--- src/sv/mfcsd_pkg.sv ---
`default_nettype none
// ----------------------------------------------------------------------------
// mfcsd_pkg
// shared types and constants of the mpeg audio frame chain sync detector
// ----------------------------------------------------------------------------
package mfcsd_pkg;

  // chain table geometry
  localparam int unsigned CHAIN_SLOTS = 16;
  localparam int unsigned SLOT_W      = $clog2(CHAIN_SLOTS);
  localparam int unsigned SCAN_W      = SLOT_W + 1;

  // field widths
  localparam int unsigned POS_W  = 32;
  localparam int unsigned CH_W   = 2;
  localparam int unsigned RATE_W = 16;
  localparam int unsigned FLEN_W = 12;
  localparam int unsigned CNT_W  = 4;

  localparam logic [CNT_W-1:0] COUNT_MAX         = 4'hF;
  localparam logic [CNT_W-1:0] DEFAULT_MIN_CHAIN = 4'd5;

  // configuration port
  localparam int unsigned PADDR_W = 3;
  localparam int unsigned PDATA_W = 32;
  localparam logic        REG_MIN_CHAIN_LENGTH = 1'b0;  // register index in paddr[2]

  typedef struct packed {
    logic [POS_W-1:0]  start;
    logic [POS_W-1:0]  expected;
    logic [CH_W-1:0]   channels;
    logic [RATE_W-1:0] rate;
    logic [CNT_W-1:0]  count;
  } chain_entry_t;

  typedef enum logic [1:0] {
    ST_IDLE,
    ST_SCAN,
    ST_FINISH
  } ctrl_state_e;

endpackage : mfcsd_pkg
`default_nettype wire

--- src/sv/mp3_frame_chain_sync_detector.sv ---
`default_nettype none
// ----------------------------------------------------------------------------
// mp3_frame_chain_sync_detector
// tracks chains of candidate mpeg audio headers and reports a locked stream
// ----------------------------------------------------------------------------
// usage
//   input channel: one candidate header per item (position, channels, rate,
//   frame length), positions rising. output channel: exactly one result item
//   per input item (found flag, chain start, next position, channels, rate,
//   overflow flag). both channels use valid/stall; an item moves on a rising
//   edge with valid high and stall low.
//   timing: after an item is taken, the chain memory is read slot by slot
//   through its single read port, one slot a cycle, with the write-back of
//   the previous slot in the same cycle. the result is loaded into the output
//   register at the end of the scan; the next item is taken once the block is
//   idle again, so the item rate is set by the scan over the memory port.
//   the output register parts the two sides: a new item is accepted while a
//   result still waits; if the receiver stalls, the block holds at the end
//   of the next scan until the output register is free.
//   reset clears the slot valid bits, the control state and the output valid;
//   min_chain_length returns to 5. the chain memory itself is not cleared.
//   the user writes min_chain_length over the apb port only while the block
//   is idle; the block itself does not enforce this.
// ----------------------------------------------------------------------------
module mp3_frame_chain_sync_detector
  import mfcsd_pkg::*;
(
  input  wire logic                 clk_i,
  input  wire logic                 rst_ni,
  // configuration
  input  wire logic                 psel,
  input  wire logic                 penable,
  input  wire logic                 pwrite,
  input  wire logic [PADDR_W-1:0]   paddr,
  input  wire logic [PDATA_W-1:0]   pwdata,
  output logic      [PDATA_W-1:0]   prdata,
  output logic                      pready,
  // header items in
  input  wire logic                 in_valid_i,
  output logic                      in_stall_o,
  input  wire logic [POS_W-1:0]     header_position_i,
  input  wire logic [CH_W-1:0]      channel_count_i,
  input  wire logic [RATE_W-1:0]    sample_rate_i,
  input  wire logic [FLEN_W-1:0]    frame_length_i,
  // result items out
  output logic                      out_valid_o,
  input  wire logic                 out_stall_i,
  output logic                      found_o,
  output logic      [POS_W-1:0]     first_frame_position_o,
  output logic      [POS_W-1:0]     expected_next_position_o,
  output logic      [CH_W-1:0]      found_channels_o,
  output logic      [RATE_W-1:0]    found_rate_o,
  output logic                      table_overflow_o
);

  // --------------------------------------------------------------------------
  // configuration register
  // --------------------------------------------------------------------------
  logic [CNT_W-1:0] min_len_q, min_len_d;
  logic             cfg_wr;

  assign pready = 1'b1;
  assign cfg_wr = psel && penable && pwrite && pready && (paddr[2] == REG_MIN_CHAIN_LENGTH);

  always_comb begin
    min_len_d = min_len_q;
    if (cfg_wr) begin
      min_len_d = pwdata[CNT_W-1:0];
    end
  end

  always_comb begin
    prdata = '0;
    if (paddr[2] == REG_MIN_CHAIN_LENGTH) begin
      prdata = {{(PDATA_W-CNT_W){1'b0}}, min_len_q};
    end
  end

  // --------------------------------------------------------------------------
  // control
  // --------------------------------------------------------------------------
  ctrl_state_e state_q, state_d;

  logic in_accept;
  logic rd_en;       // issue a memory read this cycle
  logic fin_go;      // output register free, close out the item
  logic scan_last;   // last slot is in the processing stage

  // item registers
  logic [POS_W-1:0]  pos_q;
  logic [POS_W-1:0]  next_q;
  logic [CH_W-1:0]   ch_q;
  logic [RATE_W-1:0] rate_q;

  // scan pipeline
  logic [SCAN_W-1:0] scan_q;
  logic              pv_q;     // read data belongs to a slot being scanned
  logic [SLOT_W-1:0] pidx_q;   // slot in the processing stage

  // per-item summary built during the scan
  logic              extended_q;
  logic              win_q;
  logic [POS_W-1:0]  win_start_q;
  logic              free_found_q;
  logic [SLOT_W-1:0] free_idx_q;

  // slot valid bits
  logic [CHAIN_SLOTS-1:0] valid_q;

  // output register
  logic              out_valid_q;
  logic              found_q;
  logic [POS_W-1:0]  first_pos_q;
  logic [POS_W-1:0]  exp_pos_q;
  logic [CH_W-1:0]   found_ch_q;
  logic [RATE_W-1:0] found_rate_q;
  logic              overflow_q;

  assign scan_last = pv_q && (pidx_q == SLOT_W'(CHAIN_SLOTS - 1));

  // next state
  always_comb begin
    state_d = state_q;
    unique case (state_q)
      ST_IDLE: begin
        if (in_valid_i) state_d = ST_SCAN;
      end
      ST_SCAN: begin
        if (scan_last) state_d = ST_FINISH;
      end
      ST_FINISH: begin
        if (!out_valid_q || !out_stall_i) state_d = ST_IDLE;
      end
      default: state_d = ST_IDLE;
    endcase
  end

  // state outputs
  always_comb begin
    in_stall_o = 1'b1;
    rd_en      = 1'b0;
    fin_go     = 1'b0;
    unique case (state_q)
      ST_IDLE: begin
        in_stall_o = 1'b0;
      end
      ST_SCAN: begin
        rd_en = (scan_q < SCAN_W'(CHAIN_SLOTS));
      end
      ST_FINISH: begin
        fin_go = !out_valid_q || !out_stall_i;
      end
      default: begin
        in_stall_o = 1'b1;
      end
    endcase
  end

  assign in_accept = in_valid_i && !in_stall_o;

  // --------------------------------------------------------------------------
  // chain memory: one write port, one registered read port
  // --------------------------------------------------------------------------
  chain_entry_t      mem_q [CHAIN_SLOTS];
  chain_entry_t      rdata_q;
  logic              mem_we;
  logic [SLOT_W-1:0] mem_waddr;
  chain_entry_t      mem_wdata;

  always_ff @(posedge clk_i) begin
    if (mem_we) begin
      mem_q[mem_waddr] <= mem_wdata;
    end
    if (rd_en) begin
      rdata_q <= mem_q[scan_q[SLOT_W-1:0]];
    end
  end

  // --------------------------------------------------------------------------
  // slot evaluation in the processing stage
  // --------------------------------------------------------------------------
  logic             slot_v;
  logic             ahead;
  logic             hit;
  logic             do_ext;
  logic             do_drop;
  logic             free_after;
  logic [CNT_W-1:0] new_cnt;
  logic             win_take;
  logic             open_new;

  always_comb begin
    slot_v     = valid_q[pidx_q];
    ahead      = rdata_q.expected > pos_q;
    hit        = (rdata_q.expected == pos_q) && (rdata_q.channels == ch_q)
                 && (rdata_q.rate == rate_q);
    do_ext     = pv_q && slot_v && hit;
    do_drop    = pv_q && slot_v && !ahead && !hit;
    free_after = pv_q && (!slot_v || do_drop);
    new_cnt    = (rdata_q.count == COUNT_MAX) ? COUNT_MAX : rdata_q.count + CNT_W'(1);
    // strict compare keeps the lowest slot on equal starts
    win_take   = do_ext && (new_cnt >= min_len_q)
                 && (!win_q || (rdata_q.start < win_start_q));
    open_new   = fin_go && !win_q && !extended_q && free_found_q;
  end

  // write port: extension during the scan, a new chain at the close
  always_comb begin
    mem_we    = 1'b0;
    mem_waddr = pidx_q;
    mem_wdata = rdata_q;
    if (do_ext) begin
      mem_we             = 1'b1;
      mem_wdata.expected = next_q;
      mem_wdata.count    = new_cnt;
    end else if (open_new) begin
      mem_we             = 1'b1;
      mem_waddr          = free_idx_q;
      mem_wdata.start    = pos_q;
      mem_wdata.expected = next_q;
      mem_wdata.channels = ch_q;
      mem_wdata.rate     = rate_q;
      mem_wdata.count    = CNT_W'(1);
    end
  end

  // --------------------------------------------------------------------------
  // registers
  // --------------------------------------------------------------------------
  always_ff @(posedge clk_i or negedge rst_ni) begin
    if (!rst_ni) begin
      state_q      <= ST_IDLE;
      min_len_q    <= DEFAULT_MIN_CHAIN;
      scan_q       <= '0;
      pv_q         <= 1'b0;
      extended_q   <= 1'b0;
      win_q        <= 1'b0;
      free_found_q <= 1'b0;
      valid_q      <= '0;
      out_valid_q  <= 1'b0;
    end else begin
      state_q   <= state_d;
      min_len_q <= min_len_d;
      pv_q      <= rd_en;

      if (in_accept) begin
        scan_q       <= '0;
        extended_q   <= 1'b0;
        win_q        <= 1'b0;
        free_found_q <= 1'b0;
      end else begin
        if (rd_en) scan_q <= scan_q + SCAN_W'(1);
        if (do_ext) extended_q <= 1'b1;
        if (win_take) win_q <= 1'b1;
        if (free_after && !free_found_q) free_found_q <= 1'b1;
      end

      // slot valid bits
      if (fin_go && win_q) begin
        valid_q <= '0;
      end else if (open_new) begin
        valid_q[free_idx_q] <= 1'b1;
      end else if (do_drop) begin
        valid_q[pidx_q] <= 1'b0;
      end

      if (fin_go) begin
        out_valid_q <= 1'b1;
      end else if (!out_stall_i) begin
        out_valid_q <= 1'b0;
      end
    end
  end

  // payload registers
  always_ff @(posedge clk_i) begin
    if (in_accept) begin
      pos_q  <= header_position_i;
      next_q <= header_position_i + POS_W'(frame_length_i);
      ch_q   <= channel_count_i;
      rate_q <= sample_rate_i;
    end
    if (rd_en) begin
      pidx_q <= scan_q[SLOT_W-1:0];
    end
    if (win_take) begin
      win_start_q <= rdata_q.start;
    end
    if (free_after && !free_found_q) begin
      free_idx_q <= pidx_q;
    end
    if (fin_go) begin
      // extended chains share the item's channels and rate and next position
      found_q      <= win_q;
      first_pos_q  <= win_q ? win_start_q : '0;
      exp_pos_q    <= win_q ? next_q : '0;
      found_ch_q   <= win_q ? ch_q : '0;
      found_rate_q <= win_q ? rate_q : '0;
      overflow_q   <= !win_q && !extended_q && !free_found_q;
    end
  end

  assign out_valid_o              = out_valid_q;
  assign found_o                  = found_q;
  assign first_frame_position_o   = first_pos_q;
  assign expected_next_position_o = exp_pos_q;
  assign found_channels_o         = found_ch_q;
  assign found_rate_o             = found_rate_q;
  assign table_overflow_o         = overflow_q;

  // --------------------------------------------------------------------------
  // assertions
  // --------------------------------------------------------------------------
  // a result never reports both a lock and a lost chain
  a_found_excl_overflow: assert property (@(posedge clk_i) disable iff (!rst_ni)
    out_valid_o |-> !(found_o && table_overflow_o))
    else $error("found and table_overflow both set");

  // a lock empties the whole table
  a_lock_clears: assert property (@(posedge clk_i) disable iff (!rst_ni)
    (fin_go && win_q) |=> (valid_q == '0))
    else $error("table not cleared after lock");

  // write-back never hits the slot being read in the same cycle
  a_no_rw_overlap: assert property (@(posedge clk_i) disable iff (!rst_ni)
    (mem_we && rd_en) |-> (mem_waddr != scan_q[SLOT_W-1:0]))
    else $error("read and write to the same slot");

  // only a live chain is extended
  a_ext_valid: assert property (@(posedge clk_i) disable iff (!rst_ni)
    (mem_we && (state_q == ST_SCAN)) |-> valid_q[mem_waddr])
    else $error("write-back to an empty slot");

  // a result is loaded only into a free output register
  a_out_free: assert property (@(posedge clk_i) disable iff (!rst_ni)
    fin_go |-> (!out_valid_q || !out_stall_i))
    else $error("result overwritten while stalled");

endmodule : mp3_frame_chain_sync_detector
`default_nettype wire
--- config.mk ---
export PLATFORM = sky130hd
export DESIGN_NAME = mp3_frame_chain_sync_detector
export DESIGN_NICKNAME = d
export VERILOG_FILES = /design/src/sv/mfcsd_pkg.sv /design/src/sv/mp3_frame_chain_sync_detector.sv
export SDC_FILE = /design/constraint.sdc
export NUM_CORES = 2
export LEC_CHECK = 0
export CAP_MARGIN = 5
export CORE_MARGIN = 3
export CORE_UTILIZATION = 55
export DETAILED_ROUTE_END_ITERATION = 6
export DONT_BUFFER_PORTS = 1
export PLACE_DENSITY_LB_ADDON = 0.15
export SYNTH_ARGS = -nofsm -noshare
export SYNTH_HDL_FRONTEND = slang
export SYNTH_SLANG_ARGS = --single-unit
--- constraint.sdc ---
create_clock -name clk_i -period 9.9 [get_ports clk_i]
set_input_delay 1.98 -clock clk_i [delete_from_list [all_inputs] [get_ports clk_i]]
set_output_delay 1.98 -clock clk_i [all_outputs]
set_load 0.03 [all_outputs]
### After elaboration in Yosys (flattened, before gate mapping)

Memory sizes are Yosys's and may differ from the RTL's. A register that Yosys moved wholly into a read port is not among the register bits.
Cells that the tools add are included.

| storage, ports and cells | value |
|---|---|
| bits in registers | 238 |
| memory bits (writable) | 1,376 |
| bits of input ports | 104 |
| output and inout bits | 119 |
| word-level logic and storage cells | 129 |
| memories | 1 |

| operators by class | value |
|---|---|
| add/subtract/negate cells | 3 |
| magnitude comparators | 8 |
| equal/unequal tests | 11 |
| mux-type cells | 39 |
| bitwise logic cells | 4 |
| reduce and logical (&&, ||, !) cells | 41 |

Memories:

| memory | words | bits a word | read ports | clocked after memory_dff | write ports | line | RTL |
|---|---|---|---|---|---|---|---|
| mem_q | 16 | 86 | 1 | 1 | 1 | mp3_frame_chain_sync_detector.sv:164 | `chain_entry_t mem_q [CHAIN_SLOTS];` |

Operator list:

| operator | count |
|---|---|
| 86-bit two-way mux | 1 |
| 32-bit two-way mux | 2 |
| 16-bit two-way mux | 3 |
| 32-bit by 12-bit adder with 32-bit output | 1 |
| 32-bit == test | 1 |
| 32-bit > comparator | 1 |
| 32-bit < comparator | 1 |
| 1-bit logical AND | 23 |
| 4-bit two-way mux | 5 |
| 1-bit two-way mux | 18 |
| 18-bit two-way mux | 1 |
| 16-bit bitwise AND | 1 |
| 16-bit == test | 1 |
| 16-bit inverter | 1 |
| 16-bit bitwise OR | 1 |
| 4-bit by 5-bit < comparator with 1-bit output, second input constant | 2 |
| 5-bit two-way mux | 2 |
| 1-bit demux with 4-bit select | 2 |
| 4-bit == test, second input constant | 2 |
| 4-bit by 1-bit >= comparator with 1-bit output, second input constant | 2 |
| 1-bit logical NOT | 8 |
| 2-bit nonzero test | 4 |
| 2-bit two-way mux | 3 |
| 2-bit inequality test, second input constant | 3 |
| other kinds (15) | 17 |

### Longest topological paths before layout

| logic depth | value |
|---|---|
| depth in word-level cells | 10 |
| gate-level depth with buffers | 10 |
| mapped depth without buffers | 10 |

### Worst setup path after synthesis

OpenSTA, ideal clock, no wires.

| path | value |
|---|---|
| path type | input -> register |
| start point | input port out_stall_i |
| end point | memory mem_q[0][0] (netlist name) (enable) |
| data arrival time | 11.076 ns |
| data required time | 9.251 ns |
| slack | -1.825 ns |
| stages | 6 |
| cell sequence | a21oi_1 > nand3_1 > or3_1 > nor3_1 > nand2_1 > o21ai_0 |

| on the way | value |
|---|---|
| cells in the longest elaborated chain, start to end | 10 |
| elaborated cells between the ends (all ways) | 12 |
| classes of those cells | mux (7); reduce/logical (5) |

Ends and longest elaborated chain:

| what | line | RTL |
|---|---|---|
| from (decl) | mp3_frame_chain_sync_detector.sv:47 | `input wire logic out_stall_i,` |
| 1-bit logical NOT (*) | -- |  |
| 1-bit logical OR (*) | mp3_frame_chain_sync_detector.sv:151 | `fin_go = !out_valid_q \|\| !out_stall_i;` |
| 1-bit two-way mux (*) | mp3_frame_chain_sync_detector.sv:143 | `unique case (state_q)` |
| 1-bit logical AND (*) (3 in a row) | mp3_frame_chain_sync_detector.sv:204 | `open_new = fin_go && !win_q && !extended_q && free_found_q;` |
| 1-bit two-way mux | mp3_frame_chain_sync_detector.sv:216 | `end else if (open_new) begin` |
| 1-bit two-way mux | mp3_frame_chain_sync_detector.sv:212 | `if (do_ext) begin` |
| 1-bit two-way mux | mp3_frame_chain_sync_detector.sv:171 | `if (mem_we) begin` |
| 1-bit two-way mux (implied by the code) | mp3_frame_chain_sync_detector.sv:172 | `mem_q[mem_waddr] <= mem_wdata;` |
| to (decl) | mp3_frame_chain_sync_detector.sv:164 |  |

Mark *: on every way between the ends. The rest lies on a longest branch, timed or not.

### Final worst setup path

| path | value |
|---|---|
| start point | register pos_q[29] |
| end point | memory mem_q[10][79] (netlist name) (enable) |

| on the way | value |
|---|---|
| cells in the longest elaborated chain, start to end | 7 |
| elaborated cells between the ends (all ways) | 8 |
| classes of those cells | eq/ne (1); mux (4); reduce/logical (3) |

Ends and longest elaborated chain:

| what | line | RTL |
|---|---|---|
| from (decl) | mp3_frame_chain_sync_detector.sv:90 | `logic [POS_W-1:0] pos_q;` |
| from (signal assigned) | mp3_frame_chain_sync_detector.sv:278 | `pos_q <= header_position_i;` |
| 32-bit == test (*) | mp3_frame_chain_sync_detector.sv:195 | `hit = (rdata_q.expected == pos_q) && (rdata_q.channels == ch_q)` |
| 1-bit logical AND (*) | mp3_frame_chain_sync_detector.sv:195 |  |
| 1-bit logical AND (*) | mp3_frame_chain_sync_detector.sv:196 | `&& (rdata_q.rate == rate_q);` |
| 1-bit logical AND (*) | mp3_frame_chain_sync_detector.sv:197 | `do_ext = pv_q && slot_v && hit;` |
| 1-bit two-way mux | mp3_frame_chain_sync_detector.sv:212 |  |
| 1-bit two-way mux | mp3_frame_chain_sync_detector.sv:171 |  |
| 1-bit two-way mux (implied by the code) | mp3_frame_chain_sync_detector.sv:172 |  |

Marks and branches as above.

==> results.yml <==
outcome:
  status: "completed"
synth:
  yosysWarningCount: 0
  ys.flop_type: "edfxtp_1"
  synth.avg_cell_area_sq_um: 22.2
  netlist.area_leader.share: 0.745
  synth_area_leaders: "edfxtp_1 (75%), mux4_2 (15%), mux2_4 (1.8%)"
  synthTopCellsByCount: "edfxtp_1 (1668), mux4_2 (434), and2_1 (84)"
  syn_area_sq_um: 67200
  seq_area_frac_synth: 0.757
  synth_top_area_cell: "edfxtp_1"
  ys_types: 74
  synth_most_common_cell: "edfxtp_1"
  synth_seq_cells: 1700
  syn_inst: 3021
  async_flop_share: 0.0188
  synth-edff-count: 1668
global_route:
  grt_antenna_before_repair: 7
  gr-usage-met2: 0.408
  gr-usage-all-layers: 0.249
  grt_max_degree: 167
  grt_use_met1: 0.340
  use_met3: 0.0493
  busiest_layer: "met2"
  first_global_vias: 31900
  gr-total-overflow: 0
  grt_pass1_wl_mm: 224
worst_setup_path:
  path_cells: "inv_1 -> ha_1 -> nand4_1 -> nor4_2 -> nand3_1 -> nor4_4 -> nand3_4 -> o21ai_4 -> buf_4 -> buf_4"
  slowest_stage: "nor4_2"
  path_class: "flop to flop"
  endpoint_kind: "flop"
  arrival_ps: 6140
  path_buf_inv: 3
  required_ps: 10290
  cp_top_family: "simple AND/OR/NAND/NOR gates"
  crit_fanout: 44
  cp_common_cell: "buf_4"
  cp-start-kind: "flop"
  slowest_delay_ps: 950
routing:
  drc: 0
  drt_first_pass_iters: 5
  viasPerCell: 6.33
  vias: 30800
  antenna_left: 0
  dr.first_iter.drc_count: 3327
  totalWireLength_mm: 153
  wl_per_cell_um: 31.5
timing:
  relSlewSlack: 0.0801
  setup_tns_ps: 0
  holdWs_ps: 466
  fin_crit_ps: 5750
  fin_crit_sh: 0.581
  hold_violations: 0
  maxSlewViolCount: 0
  worstMarginPinSlew_ps: 1370
  grt_setup_unrepaired: "false"
  setup_viol: 0
  fmax_ghz: 0.174
  fin_skew_ps: 21.0
place:
  io_buffers: 0
  gp_congestion: 0.798
  dp_hpwl_mm: 80.2
  placed_cell_area_sq_um: 69100
power:
  p_total_w: 0.0210
  p_leak_nw: 24.1
  power_density_nw_per_um2: 282
  ir_drop_uv: 321
clock_network:
  cts.sinks: 1700
  ctsResizeCount: 0
  post_cts_buffers: 0
  numCtsBuffers: 169
  cts_hold_buf: 0
  cts_tree: "done"
  cts_root_buffer: "clkbuf_16"
  clockBufferDepth: 3
  cts-htree-levels: 4
  clock_latency_ps: 780
  clk_pin_slew_ps: 60
floorplanning:
  core_area_sq_um: 121000
  rows: 127
  start_util: 0.557
  die_y_um: 356
  io_pins: 223
  die_w_um: 356
  die-area_sq_um: 126000
layout:
  fin_nets: 3303
  syn_to_final_growth_pct: 11.0
  drive_gt1_frac: 0.264
  final_cell_area_sq_um: 74600
hold_path:
  hold_class: "flop to flop"
job:
  max_cap_viol_count: 0
## kinds of logic (layout without fill, tap and decap cells)
group / Yosys count / after routing / synth area share
flip-flops: 1700 / 1700 / 0.757
multiplexers: 521 / 521 / 0.164
AND/OR/NAND/NOR: 309 / 309 / 0.0254
buffers and inverters: 229 / 432 / 0.0172
AO/OA/AOI/OAI: 128 / 128 / 0.0136
adder cells (fa/ha/maj): 82 / 82 / 0.0154
XOR/XNOR: 50 / 50 / 0.00652
other: 2 / 31 / 0.000112
## where the power goes
| group | internal, W | switching, W | total, W |
|---|---|---|---|
| sequential | 0.00932 | 0.000496 | 0.00981 |
| clock | 0.00368 | 0.00262 | 0.00631 |
| combinational | 0.00229 | 0.00263 | 0.00492 |
| total | 0.0153 | 0.00575 | 0.0210 |
## area by class of cell
class,count,area (sq um)
clock buffers,207,4520
diodes,2,5.00
well taps,1612,2020
repair buffers,49,455
flip-flops and latches,1700,50900
inverters,78,293
clock inverters,98,955
fillers,8070,46000
multi-input cells,1119,15500
## registers in the layout, summed over array words and instances (netlist names), 5 cells and up
register,count
valid_q,16
scan_q,5
mem_q,1376
rate_q,16
expected_next_position_o,32
win_start_q,32
rdata_q,86
next_q,32
pos_q,32
found_rate_o,16
first_frame_position_o,32
## routing by layer
layer  vias up  wire length, um
met4         0             4690
li1      12700                -
met2      1313            77200
met5         -                0
met1     16500            60200
met3       256            11300
## cells in the final DEF (no fill, tap or decap), types with 37 or more instances in the layout
cell type / count
ha_1: 81
inv_1: 78
nor2_1: 48
and2_1: 84
mux4_2: 434
clkinv_1: 37
mux2_4: 80
edfxtp_1: 1668
nand2_1: 62
clkbuf_16: 176
buf_4: 42
## per-stage QoR
step	instances	setup slack, ps	util
after global routing	4863	4040	0.619
after CTS	4863	4230	0.619
after floorplan	3048	451	-
after global placement	4558	3770	0.573
after detailed placement	4558	3730	0.573
final	4865	4150	0.619
## worst paths after layout
check                           start            end  slack (ps)  cells past startpoint
setup / recovery            pos_q[29]  mem_q[10][79]        4150                     10
hold / removal             state_q[1]     state_q[0]         470                      1
setup reg to reg            pos_q[29]  mem_q[10][79]        4150                     10
hold reg to reg            state_q[1]     state_q[0]         470                      1
max in group asynchronous      rst_ni   min_len_q[2]        8800                      0
min in group asynchronous      rst_ni    out_valid_o         900                      0
Power figures use the tool's default switching activity.
